`src/sv/lpht_pkg.sv`:
```
// Shared types and constants for the linear probing hash table.
package lpht_pkg;

    localparam int KEY_W      = 31;
    localparam int SLOT_W     = 4;
    // Home slot: reciprocal multiply, then back-multiply and subtract.
    localparam int HASH_STEPS = 2;
    localparam int HCNT_W     = $clog2(HASH_STEPS);
    localparam int ENTRY_W    = KEY_W + 1;

    typedef enum logic
    {
        OP_INSERT = 1'b0,
        OP_SEARCH = 1'b1
    } op_t;

    typedef enum logic [2:0]
    {
        ST_INSERTED  = 3'd0,
        ST_FOUND     = 3'd1,
        ST_DUPLICATE = 3'd2,
        ST_EMPTY     = 3'd3,
        ST_END       = 3'd4
    } status_t;

    typedef struct packed
    {
        op_t              opcode;
        logic [KEY_W-1:0] key;
    } req_t;

    typedef struct packed
    {
        status_t           status;
        logic [SLOT_W-1:0] slot_index;
    } rsp_t;

    typedef enum logic [2:0]
    {
        S_CLEAR,
        S_IDLE,
        S_HASH,
        S_FETCH,
        S_PROBE
    } state_t;

    typedef struct packed
    {
        logic clr;
        logic load;
        logic hash;
        logic fetch;
        logic probe;
    } dp_cmd_t;

    typedef struct packed
    {
        logic clr_done;
        logic hash_done;
        logic probe_done;
    } dp_sts_t;

endpackage

```
`src/sv/lpht_mod_unit.sv`:
```
// Home slot unit: key modulo table size by reciprocal multiplication, then back-multiply and subtract.
module lpht_mod_unit #(
    parameter int TABLE_SIZE = 16,
    localparam int IDX_W = $clog2(TABLE_SIZE)
) (
    input  logic                       clk,
    input  logic                       rst_n,
    input  logic                       load,
    input  logic                       step,
    input  logic [lpht_pkg::KEY_W-1:0] key,
    output logic [IDX_W-1:0]           home,
    output logic                       last_step
);
    import lpht_pkg::*;

    localparam int SHIFT  = KEY_W + IDX_W;
    localparam int PROD_W = 2 * KEY_W + 1;
    localparam logic [63:0] RECIP_FULL =
        ((64'd1 << SHIFT) + 64'(TABLE_SIZE) - 64'd1) / 64'(TABLE_SIZE);
    localparam logic [KEY_W:0]   RECIP   = RECIP_FULL[KEY_W:0];
    localparam logic [IDX_W-1:0] MOD_LOW = IDX_W'(TABLE_SIZE);

    logic [KEY_W-1:0]  key_reg;
    logic [KEY_W-1:0]  key_next;
    logic [KEY_W-1:0]  quo_reg;
    logic [KEY_W-1:0]  quo_next;
    logic [IDX_W-1:0]  rem_reg;
    logic [IDX_W-1:0]  rem_next;
    logic [HCNT_W-1:0] cnt_reg;
    logic [HCNT_W-1:0] cnt_next;
    logic [PROD_W-1:0] prod;
    logic [KEY_W-1:0]  quo;
    logic [IDX_W-1:0]  rem;

    // The rounded-up reciprocal gives the exact quotient for every 31-bit key.
    assign prod = PROD_W'(key_reg) * PROD_W'(RECIP);
    assign quo  = KEY_W'(prod >> SHIFT);
    // The remainder is below the table size, so the low index bits suffice.
    assign rem  = key_reg[IDX_W-1:0] - IDX_W'(quo_reg[IDX_W-1:0] * MOD_LOW);

    always_comb
    begin
        key_next = key_reg;
        quo_next = quo_reg;
        rem_next = rem_reg;
        cnt_next = cnt_reg;
        if (load)
        begin
            key_next = key;
            cnt_next = '0;
        end
        else if (step)
        begin
            quo_next = quo;
            rem_next = rem;
            cnt_next = cnt_reg + 1'b1;
        end
    end

    always_ff @(posedge clk or negedge rst_n)
    begin
        if (!rst_n)
        begin
            cnt_reg <= '0;
        end
        else
        begin
            cnt_reg <= cnt_next;
        end
    end

    always_ff @(posedge clk)
    begin
        key_reg <= key_next;
        quo_reg <= quo_next;
        rem_reg <= rem_next;
    end

    assign home      = rem_reg;
    assign last_step = (cnt_reg == HCNT_W'(HASH_STEPS - 1));

endmodule

```
`src/sv/lpht_datapath.sv`:
```
// Datapath: item register, slot memory, probe compare and result register.
module lpht_datapath #(
    parameter int TABLE_SIZE = 16
) (
    input  logic              clk,
    input  logic              rst_n,
    input  lpht_pkg::dp_cmd_t cmd,
    input  lpht_pkg::req_t    req,
    output lpht_pkg::dp_sts_t sts,
    output logic              done,
    output lpht_pkg::rsp_t    rsp
);
    import lpht_pkg::*;

    localparam int IDX_W = $clog2(TABLE_SIZE);
    localparam logic [IDX_W-1:0] LAST_IDX = IDX_W'(TABLE_SIZE - 1);

    logic [ENTRY_W-1:0] mem [TABLE_SIZE];

    op_t              op_reg;
    logic [KEY_W-1:0] key_reg;
    logic [IDX_W-1:0] idx_reg;
    logic [IDX_W-1:0] idx_next;
    logic [IDX_W-1:0] clr_reg;
    logic [ENTRY_W-1:0] rdata_reg;
    rsp_t             rsp_reg;
    rsp_t             rsp_next;
    logic             done_reg;
    logic             done_next;

    logic [IDX_W-1:0]   home;
    logic               hash_last;
    logic [IDX_W-1:0]   rd_addr;
    logic               rd_en;
    logic [IDX_W-1:0]   wr_addr;
    logic [ENTRY_W-1:0] wr_data;
    logic               wr_en;
    logic               slot_full;
    logic               key_hit;
    logic               at_last;
    logic               finish;
    logic               write_slot;

    lpht_mod_unit #(
        .TABLE_SIZE (TABLE_SIZE)
    ) u_mod (
        .clk       (clk),
        .rst_n     (rst_n),
        .load      (cmd.load),
        .step      (cmd.hash),
        .key       (req.key),
        .home      (home),
        .last_step (hash_last)
    );

    assign slot_full = rdata_reg[ENTRY_W-1];
    assign key_hit   = (rdata_reg[KEY_W-1:0] == key_reg);
    assign at_last   = (idx_reg == LAST_IDX);

    always_comb
    begin
        finish     = 1'b1;
        write_slot = 1'b0;
        rsp_next   = rsp_reg;
        done_next  = 1'b0;
        if (!slot_full)
        begin
            if (op_reg == OP_INSERT)
            begin
                write_slot = 1'b1;
                rsp_next   = '{status: ST_INSERTED, slot_index: SLOT_W'(idx_reg)};
            end
            else
            begin
                rsp_next = '{status: ST_EMPTY, slot_index: '0};
            end
        end
        else if (key_hit)
        begin
            if (op_reg == OP_INSERT)
            begin
                rsp_next = '{status: ST_DUPLICATE, slot_index: '0};
            end
            else
            begin
                rsp_next = '{status: ST_FOUND, slot_index: SLOT_W'(idx_reg)};
            end
        end
        else if (at_last)
        begin
            rsp_next = '{status: ST_END, slot_index: '0};
        end
        else
        begin
            finish = 1'b0;
        end
        if (!cmd.probe)
        begin
            finish     = 1'b0;
            write_slot = 1'b0;
            rsp_next   = rsp_reg;
        end
        done_next = finish;
    end

    // Read the next slot while the current one is compared.
    always_comb
    begin
        idx_next = idx_reg;
        rd_addr  = idx_reg + 1'b1;
        rd_en    = 1'b0;
        if (cmd.fetch)
        begin
            idx_next = home;
            rd_addr  = home;
            rd_en    = 1'b1;
        end
        else if (cmd.probe && !finish)
        begin
            idx_next = idx_reg + 1'b1;
            rd_en    = 1'b1;
        end
    end

    assign wr_en   = cmd.clr || write_slot;
    assign wr_addr = cmd.clr ? clr_reg : idx_reg;
    assign wr_data = cmd.clr ? '0 : {1'b1, key_reg};

    always_ff @(posedge clk)
    begin
        if (wr_en)
        begin
            mem[wr_addr] <= wr_data;
        end
        if (rd_en)
        begin
            rdata_reg <= mem[rd_addr];
        end
    end

    always_ff @(posedge clk)
    begin
        if (cmd.load)
        begin
            op_reg  <= req.opcode;
            key_reg <= req.key;
        end
        idx_reg <= idx_next;
        rsp_reg <= rsp_next;
    end

    always_ff @(posedge clk or negedge rst_n)
    begin
        if (!rst_n)
        begin
            clr_reg  <= '0;
            done_reg <= 1'b0;
        end
        else
        begin
            if (cmd.clr)
            begin
                clr_reg <= clr_reg + 1'b1;
            end
            done_reg <= done_next;
        end
    end

    assign sts.clr_done   = (clr_reg == LAST_IDX);
    assign sts.hash_done  = hash_last;
    assign sts.probe_done = finish;

    assign done = done_reg;
    assign rsp  = rsp_reg;

endmodule

```
`src/sv/lpht_ctrl.sv`:
```
// Controller: sequences the clearing pass, then hashing and probing of each item.
module lpht_ctrl (
    input  logic              clk,
    input  logic              rst_n,
    input  logic              start,
    input  lpht_pkg::dp_sts_t sts,
    output lpht_pkg::dp_cmd_t cmd,
    output logic              busy
);
    import lpht_pkg::*;

    state_t state_reg;
    state_t state_next;

    always_comb
    begin
        state_next = state_reg;
        case (state_reg)
            S_CLEAR:
            begin
                if (sts.clr_done)
                begin
                    state_next = S_IDLE;
                end
            end
            S_IDLE:
            begin
                if (start)
                begin
                    state_next = S_HASH;
                end
            end
            S_HASH:
            begin
                if (sts.hash_done)
                begin
                    state_next = S_FETCH;
                end
            end
            S_FETCH:
            begin
                state_next = S_PROBE;
            end
            S_PROBE:
            begin
                if (sts.probe_done)
                begin
                    state_next = S_IDLE;
                end
            end
            default:
            begin
                state_next = S_CLEAR;
            end
        endcase
    end

    always_comb
    begin
        cmd  = '0;
        busy = 1'b1;
        case (state_reg)
            S_CLEAR:
            begin
                cmd.clr = 1'b1;
            end
            S_IDLE:
            begin
                busy     = 1'b0;
                cmd.load = start;
            end
            S_HASH:
            begin
                cmd.hash = 1'b1;
            end
            S_FETCH:
            begin
                cmd.fetch = 1'b1;
            end
            S_PROBE:
            begin
                cmd.probe = 1'b1;
            end
            default:
            begin
                cmd = '0;
            end
        endcase
    end

    always_ff @(posedge clk or negedge rst_n)
    begin
        if (!rst_n)
        begin
            state_reg <= S_CLEAR;
        end
        else
        begin
            state_reg <= state_next;
        end
    end

endmodule

```
`src/sv/linear_probe_hash_table.sv`:
```
// Top level of the linear probing hash table: controller plus datapath.
//
//  channel   ports               handshake
//  --------  ------------------  ------------------------------------------
//  item in   req (req_t)         taken at a clock edge with start & !busy
//  result    rsp (rsp_t)         valid for one cycle while done is high
//
// An item with p slot probes (1 <= p <= TABLE_SIZE - home) passes through
// the home slot (key modulo TABLE_SIZE by a rounded-up reciprocal multiply),
// one memory read set-up, then one slot compared per cycle against the
// registered read port, up to the done cycle. A new item is taken in the
// cycle that carries done. After reset a clearing pass empties every slot,
// with busy high. The receiver cannot stall results.
module linear_probe_hash_table #(
    parameter int TABLE_SIZE = 16
) (
    input  logic           clk,
    input  logic           rst_n,
    input  logic           start,
    input  lpht_pkg::req_t req,
    output logic           busy,
    output logic           done,
    output lpht_pkg::rsp_t rsp
);
    import lpht_pkg::*;

    dp_cmd_t cmd;
    dp_sts_t sts;

    lpht_ctrl u_ctrl (
        .clk   (clk),
        .rst_n (rst_n),
        .start (start),
        .sts   (sts),
        .cmd   (cmd),
        .busy  (busy)
    );

    lpht_datapath #(
        .TABLE_SIZE (TABLE_SIZE)
    ) u_dp (
        .clk   (clk),
        .rst_n (rst_n),
        .cmd   (cmd),
        .req   (req),
        .sts   (sts),
        .done  (done),
        .rsp   (rsp)
    );

    a_accept_busy: assert property (@(posedge clk) disable iff (!rst_n)
        (start && !busy) |=> busy)
        else $error("block not busy after taking an item");

    a_done_from_busy: assert property (@(posedge clk) disable iff (!rst_n)
        done |-> $past(busy))
        else $error("result strobe without an item in progress");

    a_single_result: assert property (@(posedge clk) disable iff (!rst_n)
        done |=> !done)
        else $error("result strobe held for more than one cycle");

    a_slot_zero: assert property (@(posedge clk) disable iff (!rst_n)
        (done && rsp.status != ST_INSERTED && rsp.status != ST_FOUND)
            |-> (rsp.slot_index == '0))
        else $error("slot index not zero on a miss, duplicate or end");

endmodule

```
`config.mk`:
```
export PLATFORM = sky130hd
export DESIGN_NAME = linear_probe_hash_table
export DESIGN_NICKNAME = d
export VERILOG_FILES = /design/src/sv/lpht_pkg.sv /design/src/sv/lpht_mod_unit.sv /design/src/sv/lpht_datapath.sv /design/src/sv/lpht_ctrl.sv /design/src/sv/linear_probe_hash_table.sv
export SDC_FILE = /design/constraint.sdc
export NUM_CORES = 1
export LEC_CHECK = 0
export BUFFER_PORTS_ARGS = -buffer_cell sky130_fd_sc_hd__clkbuf_2
export CAP_MARGIN = 0
export CORE_ASPECT_RATIO = 0.9
export CORE_MARGIN = 1
export CORE_UTILIZATION = 45
export DETAILED_ROUTE_END_ITERATION = 12
export GPL_ROUTABILITY_DRIVEN = 0
export MAX_ROUTING_LAYER = met4
export SLEW_MARGIN = 5
export SYNTH_ARGS = -nofsm -noshare
export SYNTH_HDL_FRONTEND = slang
export SYNTH_HIERARCHICAL = 1
export SYNTH_SLANG_ARGS = --single-unit
export TNS_END_PERCENT = 30
```
`constraint.sdc`:
```
create_clock -name clk -period 7.2 [get_ports clk]
set_input_delay 0.72 -clock clk [delete_from_list [all_inputs] [get_ports clk]]
set_output_delay 0.72 -clock clk [all_outputs]
set_load 0.01 [all_outputs]
```
=== Word-level counts from Yosys, hierarchy flattened ===
Memories as Yosys holds them, arrays and structs flattened. A register that Yosys moved wholly into a read port is not among the register bits.
Cells that the tools add are included.

* Bits in registers: 56
* Memories kept: 1
* Output and inout bits: 9
* Word-level logic and storage cells: 70
* Memory bits (writable): 512

* Add/sub/neg operators: 3
* Reductions and logical operators: 9
* Eq/ne operators: 12
* Mux-type cells: 34
* Bitwise logic cells: 1

{| class="wikitable"
|+ Memories
! memory !! words !! bits a word !! rd ports !! clocked after memory_dff !! write ports !! line !! RTL
|-
| u_dp.mem || 16 || 32 || 1 || 1 || 1 || lpht_datapath.sv:18 || <nowiki>logic [ENTRY_W-1:0] mem [TABLE_SIZE];</nowiki>
|}

{| class="wikitable"
|+ Operators by type and width
! cell !! count
|-
| $mux W32 || 1
|-
| $eq A31 B31 Y1 || 1
|-
| $mux W7 || 3
|-
| $mux W1 || 19
|-
| $mux W4 || 4
|-
| $pmux W3 S5 || 1
|-
| $mux W3 || 4
|-
| $mux W6 || 2
|-
| $add A4 B1 Y4 const B || 2
|-
| $eq A4 B4 Y1 const B || 2
|-
| $eq A3 B2 Y1 const B || 2
|-
| $ne A2 B1 Y1 const B || 2
|-
| $ne A2 B2 Y1 const B || 2
|-
| $reduce_and A2 Y1 || 2
|-
| $reduce_and A4 Y1 || 1
|-
| $reduce_bool A2 Y1 || 2
|-
| $eq A3 B1 Y1 const B || 1
|-
| $eq A3 B3 Y1 const B || 1
|-
| $logic_not A3 Y1 || 1
|-
| $ne A3 B3 Y1 const B || 1
|-
| $add A1 B1 Y1 const B || 1
|-
| $logic_and A1 B1 Y1 || 1
|-
| $logic_not A1 Y1 || 1
|-
| $logic_or A1 B1 Y1 || 1
|-
| $not A1 Y1 || 1
|}

=== Depth between registers and ports, before layout ===
Gate-level depths: netlist of run 1.

* Depth after elaboration: 9
* Depth in mapped cells: 12

=== Modules after synthesis ===
The synthesis of run 1 kept the hierarchy.

{| class="wikitable"
|+ By module, submodules not included
! module !! instances !! cells an instance !! area an instance (sq um)
|-
| lpht_datapath || 1 || 1183 || 23004.6
|-
| lpht_mod_unit || 1 || 12 || 284.0
|-
| lpht_ctrl || 1 || 20 || 198.9
|}

=== Least setup slack after synthesis of run 1 ===
Ideal clock, no wire load.

* Path kind: reg-to-reg
* From: register u_ctrl.state_reg[1]
* To: memory u_dp/mem[3][0] (netlist name) (enable)
* Cell stages (with the launch flop): 9
* Path buffers: 3
* Slack: 3.908 ns
* Period minus slack after synthesis: 3.292 ns
* Data arrival time: 2.871 ns
* Path through: dfrtp_1 buf_2 nor3_1 clkbuf_1 clkbuf_1 nand2_1 o21ai_0 nand2_1 nor2_1

{| class="wikitable"
|+ RTL lines
! element !! line !! RTL
|-
| start: declaration || lpht_ctrl.sv:12 || <nowiki>state_t state_reg;</nowiki>
|-
| start signal: assignment || lpht_ctrl.sv:99 || <nowiki>state_reg <= state_next;</nowiki>
|-
| end: declaration || lpht_datapath.sv:18 ||
|}

==> flow_summary.ini, run 1 <==
[sta]
clock-skew-final_ns = 0.0114
rsz0062_at_grt = false
relSlewSlack_pct = 20.3
min_period_ns = 4.61
clock.fmax_ghz = 0.217
finalSetupTns_ns = 0
worstMarginPinSlew_ns = 1.19
hold_viol_final = 0
fin_crit_sh_pct = 64.0
setup_viol = 0
slew_violations = 0

[drt]
drc = 0
drtAntennaViolNets = 0
vias_per_cell = 5.71
wl_per_cell_um = 26.3
num_vias = 11537
drt_pass1_iterations = 5
wl_um = 53100
drt_iter0_markers = 1005

[clocking]
htree_levels = 2
root_buffer = clkbuf_16
cts_sinks = 604
path_clk_slew_ns = 0.06
cts_inserted_buffers = 61
post_cts_buffers = 0
clock_path_buffers = 3
cts_tree = yes
clock_latency_ns = 0.62

[hold_path]
hold_start = req[30]
hold_class = in2reg
hold_end = u_dp/key_reg[30]
hold_depth = 1

[synthesis]
yosys_register_bits = 604
synth.distinct_cells = 51
synth_edf_count = 595
syn-num-nets = 1252
synth_top_area_share_pct = 76.1
synthTopCellsByArea = edfxtp_1, mux4_2, mux2i_1
netlist_area_mm2 = 0.0235
yosysSeqAreaShare_pct = 77.0
synthCells = 1215
synthFlopType = edfxtp_1
yosysWarnings = 6
yosys.area.top_type = edfxtp_1
ys_async_sr_fraction_pct = 1.49
avgSynthCellArea_um2 = 19.3

[placed_design]
placed_cell_area_mm2 = 0.0245
dp_hpwl_um = 25800
numPortBuffers = 43

[critical_path]
required_ns = 7.53
worst-path-max-fanout = 36
r2r_end = u_dp/rdata_reg[22]
rrSetupSlack_ns = 2.59
r2r_cells = 8
cp_cell_sequence = nor2b_4 > and2_1 > mux2i_4 > clkinv_2 > nor2_4 > buf_4 > a32o_1 > a211oi_1
r2r_start = u_ctrl/state_reg[0]
path_class = reg2reg
cp_slowest_stage_delay_ns = 1.07
cp-end-kind = flip-flop
worstPathArrival_ns = 4.94
slowest_stage = nor2_4
start_kind = flip-flop

[floorplanning]
die_w_um = 243
dieArea_mm2 = 0.0531
io_pins = 44
initial_core_util_pct = 45.5
placementRows = 79
die_h_um = 219
core-area_mm2 = 0.0516

[layout]
nets = 1319
fillers = 4145
num_antenna_cells = 0
largest_reg_flops = 512
final_cell_mix = edfxtp_1, mux2i_1, mux4_2
final_common_cell = edfxtp_1
final-seq-area_mm2 = 0.0181
stdcell_area_mm2 = 0.0264
area_delta_synth_final_pct = 12.4
multiInputGateArea_mm2 = 0.00509
drive_above_1_share_pct = 19.3

[grt]
grt_usage_pct = 21.0
grt_pass1_vias = 11671
antenna_found_initial = 0
grt_remaining_overflow = 0
grt_pass1_wl_um = 77900
grt_max_degree = 106

[power_and_ir_drop]
leakagePower_nw = 8.71
power_density_mw_per_mm2 = 409
vdd_drop_max_v = 0.000203

[job]
drv_cap = 0

[status]
status = finished clean
-- synthesized netlist by cell type, types with 4 or more instances --
library cell / n
edfxtp_1: 595
a21oi_1: 25
a221o_1: 48
a211oi_1: 13
nand2b_1: 4
a32o_1: 8
dfrtp_1: 9
xnor2_1: 23
buf_4: 9
nor2b_1: 33
xor2_1: 13
nor4_1: 4
nand3_1: 24
nand4_1: 7
o22ai_1: 33
buf_6: 10
a31oi_1: 4
mux2i_1: 108
mux4_2: 64
buf_8: 4
buf_2: 13
nor2_1: 22
nand2_1: 61
inv_1: 7
clkbuf_1: 30
o21ai_0: 7
-- cell type report --
class,instances,share of cell area [%]
Clock buffer,82,6.24
Clock inverter,32,0.876
Inverter,10,0.147
Multi-Input combinational cell,533,19.3
Sequential cell,604,68.5
Tap cell,688,3.26
Timing Repair Buffer,72,1.70
-- what timing repair did --
item                      in CTS  in global routing
resized for setup              0                  0
hold buffers                   1                  0
hold endpoints to repair       9                  0
-- through the flow --
stage / util, % / total power [mW] / hold WS (ns) / cells / worst slack [ns]
after CTS: 51.2 / 10.9 / 0.238 / 2021 / 2.55
after global routing: 51.2 / 11.2 / 0.251 / 2021 / 2.30
after global placement: 47.5 / 7.83 / 0.425 / 1906 / 2.75
after detailed placement: 47.5 / 7.92 / 0.413 / 1906 / 2.58
after floorplan: - / 6.93 / 0.400 / 1215 / 3.91
final: 51.2 / 10.8 / 0.273 / 2021 / 2.59
-- where the power goes --
| group | internal [mW] | switching [mW] |
|---|---|---|
| Combinational | 0.805 | 1.83 |
| Sequential | 5.00 | 0.182 |
| Clock | 1.70 | 1.29 |
-- critical path: cells and delay by family, from the launching register on --
family | cells | cell delay, ns
compound gates | 2 | 0.30
buf+inv | 2 | 1.08
flops | 1 | 0.44
mux | 1 | 0.70
simple gates | 3 | 1.78
-- how the worst max path moves through the flow --
stage	from	end	slack, ns	depth (start not counted)
after global routing	u_ctrl/state_reg[0]	u_dp/rdata_reg[22]	2.30	8
final	u_ctrl/state_reg[0]	u_dp/rdata_reg[22]	2.59	8
after CTS	u_ctrl/state_reg[0]	u_dp/rdata_reg[22]	2.55	8
after detailed placement	u_ctrl/state_reg[0]	u_dp/rdata_reg[22]	2.58	8
after floorplan	u_ctrl/state_reg[1]	u_dp/mem[3][0]	3.91	8
after global placement	u_ctrl/state_reg[0]	u_dp/rdata_reg[2]	2.75	8
-- cells by family (layout without fill, tap and decap cells) --
group                    after synthesis  after routing  synth area share, %
AO/OA/AOI/OAI                        148            148                 4.90
adder cells (fa/ha/maj)                2              2                0.107
buffers and inverters                 78            196                 1.97
flip-flops                           604            604                 77.0
XOR/XNOR                              36             36                 1.34
multiplexers                         175            175                 10.9
AND/OR/NAND/NOR                      172            172                 3.72
-- per-layer routing --
layer / part of all wire (%) / global-route usage (%) / wire length, um / up-vias
met3: 5.6 / 3.11 / 2980 / 99
li1: - / - / - / 5072
met1: 44 / 28.3 / 23300 / 6030
met5: 0 / - / 0 / -
met4: 2.7 / 7.34 / 1460 / 0
met2: 48 / 32.8 / 25400 / 336
Power figures use the tool's default switching activity.
==> inputs of run 2 (changes only) <==
==> constraint.sdc (replaced) <==
create_clock -name clk -period 3.9 [get_ports clk]
set_input_delay 0.39 -clock clk [delete_from_list [all_inputs] [get_ports clk]]
set_output_delay 0.39 -clock clk [all_outputs]
set_load 0.01 [all_outputs]
==> run 2 against run 1 <==
  * Cell count increased by 1.5%
  * Power increased by 85%
  * Clock skew grew 0.0071 ns
  * Die area is the same
  * First-iteration DRC count increased by 16%
  * Wire length is 3.0% higher
  * Setup slack worse by 2.0 ns
  * Fmax increased by 41%
  * Combinational power up 97%
  * Critical path type unchanged
  * Critical endpoint is now u_dp/rsp[1]
  * Largest cell class unchanged
==> flow_summary.ini, run 2 (synthesized netlist as in run 1, its figures left out) <==
[status]
status = finished clean

[clocking]
post_cts_buffers = 0
path_clk_slew_ns = 0.06
cts_inserted_buffers = 58
clock_latency_ns = 0.62
clock_path_buffers = 3
hold_buffers = 31
htree_levels = 2
cts_sinks = 604
cts_resized = 0
root_buffer = clkbuf_16
cts_tree = yes

[layout]
fin_util_pct = 52.2
area_delta_synth_final_pct = 14.7
nets = 1359
fillers = 4095
drive_above_1_share_pct = 19.2
final_cell_mix = edfxtp_1, mux2i_1, mux4_2
largest_reg_flops = 512
num_antenna_cells = 0
final_common_cell = edfxtp_1
stdcell_count = 2052

[floorplanning]
initial_core_util_pct = 45.5
core-area_mm2 = 0.0516
dieArea_mm2 = 0.0531
die_h_um = 219
placementRows = 79
io_pins = 44
die_w_um = 243

[drt]
drt_pass1_iterations = 5
drtAntennaViolNets = 0
wl_per_cell_um = 26.7
drc = 0
num_vias = 11710
drt_iter0_markers = 1170
vias_per_cell = 5.71
wl_um = 54700

[sta]
min_period_ns = 3.28
relSlewSlack_pct = 21.1
slew_violations = 0
worstMarginPinSlew_ns = 1.18
fin_hold_ws_ns = 0.0501
clock.fmax_ghz = 0.305
rsz0062_at_grt = false
setup_viol = 0
finalSetupTns_ns = 0
clock-skew-final_ns = 0.0185
fin_crit_sh_pct = 84.1
hold_viol_final = 0

[power_and_ir_drop]
clock_power_share_pct = 26.4
leakagePower_nw = 8.91
p_int_mw = 13.9
power_density_mw_per_mm2 = 743
power.total_mw = 20.0
power.share.combinational_pct = 25.9
p_seq_share_pct = 47.7
p_sw_share_pct = 30.8
p_switching_mw = 6.16
vdd_drop_max_v = 0.000438

[critical_path]
cp-end-kind = flip-flop
path_class = reg2reg
worstPathArrival_ns = 3.51
start_kind = flip-flop
required_ns = 4.13
worst-path-max-fanout = 10

[placed_design]
numPortBuffers = 43
dp_hpwl_um = 29100
placed_cells = 1919

[grt]
grt_remaining_overflow = 0
grt_pass1_wl_um = 81300
antenna_found_initial = 0
grt_max_degree = 57
grt_usage_pct = 21.8
grt_pass1_vias = 11881

[hold_path]
hold_class = in2reg

[job]
drv_cap = 0
run 2: cell types whose count changed in the layout (fill, tap and decap cells not counted), sizes merged:
cell,previous run,this run
dlygate4sd3,1,31
bufinv,3,4
inv,10,8
clkinv,28,31
buf,28,41
clkbuf,125,111
run 2: worst max-delay path, stage by stage, from the launching register on:
cell and delay (ns):
edfxtp_1 0.45, xnor2_1 0.47, nand4_1 0.22, nor4_1 0.51, nand4_1 0.46, a31oi_1 0.78
run 2: power groups by stage:
stage	clock, mW	combinational, mW	sequential (mW)
2_1_floorplan	0	3.21	9.59
3_3_place_gp	0	5.12	9.64
3_5_place_dp	0	5.21	9.69
4_1_cts	5.38	5.25	9.56
5_1_grt	5.64	5.55	9.65
6_report	5.29	5.18	9.55
run 2: area by class of cell:
class	count	area (um^2)	area share, %
clock buffer	68	1490	5.53
clock inverter	34	264	0.980
inverter	10	38.8	0.144
multi-input combinational	533	5090	18.9
sequential	604	18100	67.1
tap	688	861	3.19
timing repair buffer	115	1110	4.11
run 2: stage by stage:
step           cell area [um^2]  setup slack [ns]
2_1_floorplan             23500             0.608
3_3_place_gp              24900             0.735
3_5_place_dp              24900             0.635
4_1_cts                   26900             0.633
5_1_grt                   26900             0.446
6_report                  26900             0.621
run 2: layer usage:
metal  vias to the layer above  global-route usage, %  share of wire (%)
met1                      6164                   30.4                 45
li1                       5141                      -                  -
met2                       340                   34.2                 48
met3                        65                   2.71                5.0
met5                         -                      -                  0
met4                         0                   5.62                1.7
run 2: worst paths after layout:
kind,to,from,slack [ns],cells past startpoint
setup / recovery,u_dp/rsp[1],u_dp/key_reg[9],0.62,5
hold reg to reg,u_dp/u_mod/home[3],u_dp/u_mod/key_reg[3],0.42,0
max in group asynchronous,u_dp/clr_reg[0],rst_n,3.51,2
setup reg to reg,u_dp/rsp[1],u_dp/key_reg[9],0.62,5
hold / removal,u_dp/key_reg[7],req[7],0.05,1
min in group asynchronous,u_ctrl/state_reg[0],rst_n,0.18,2
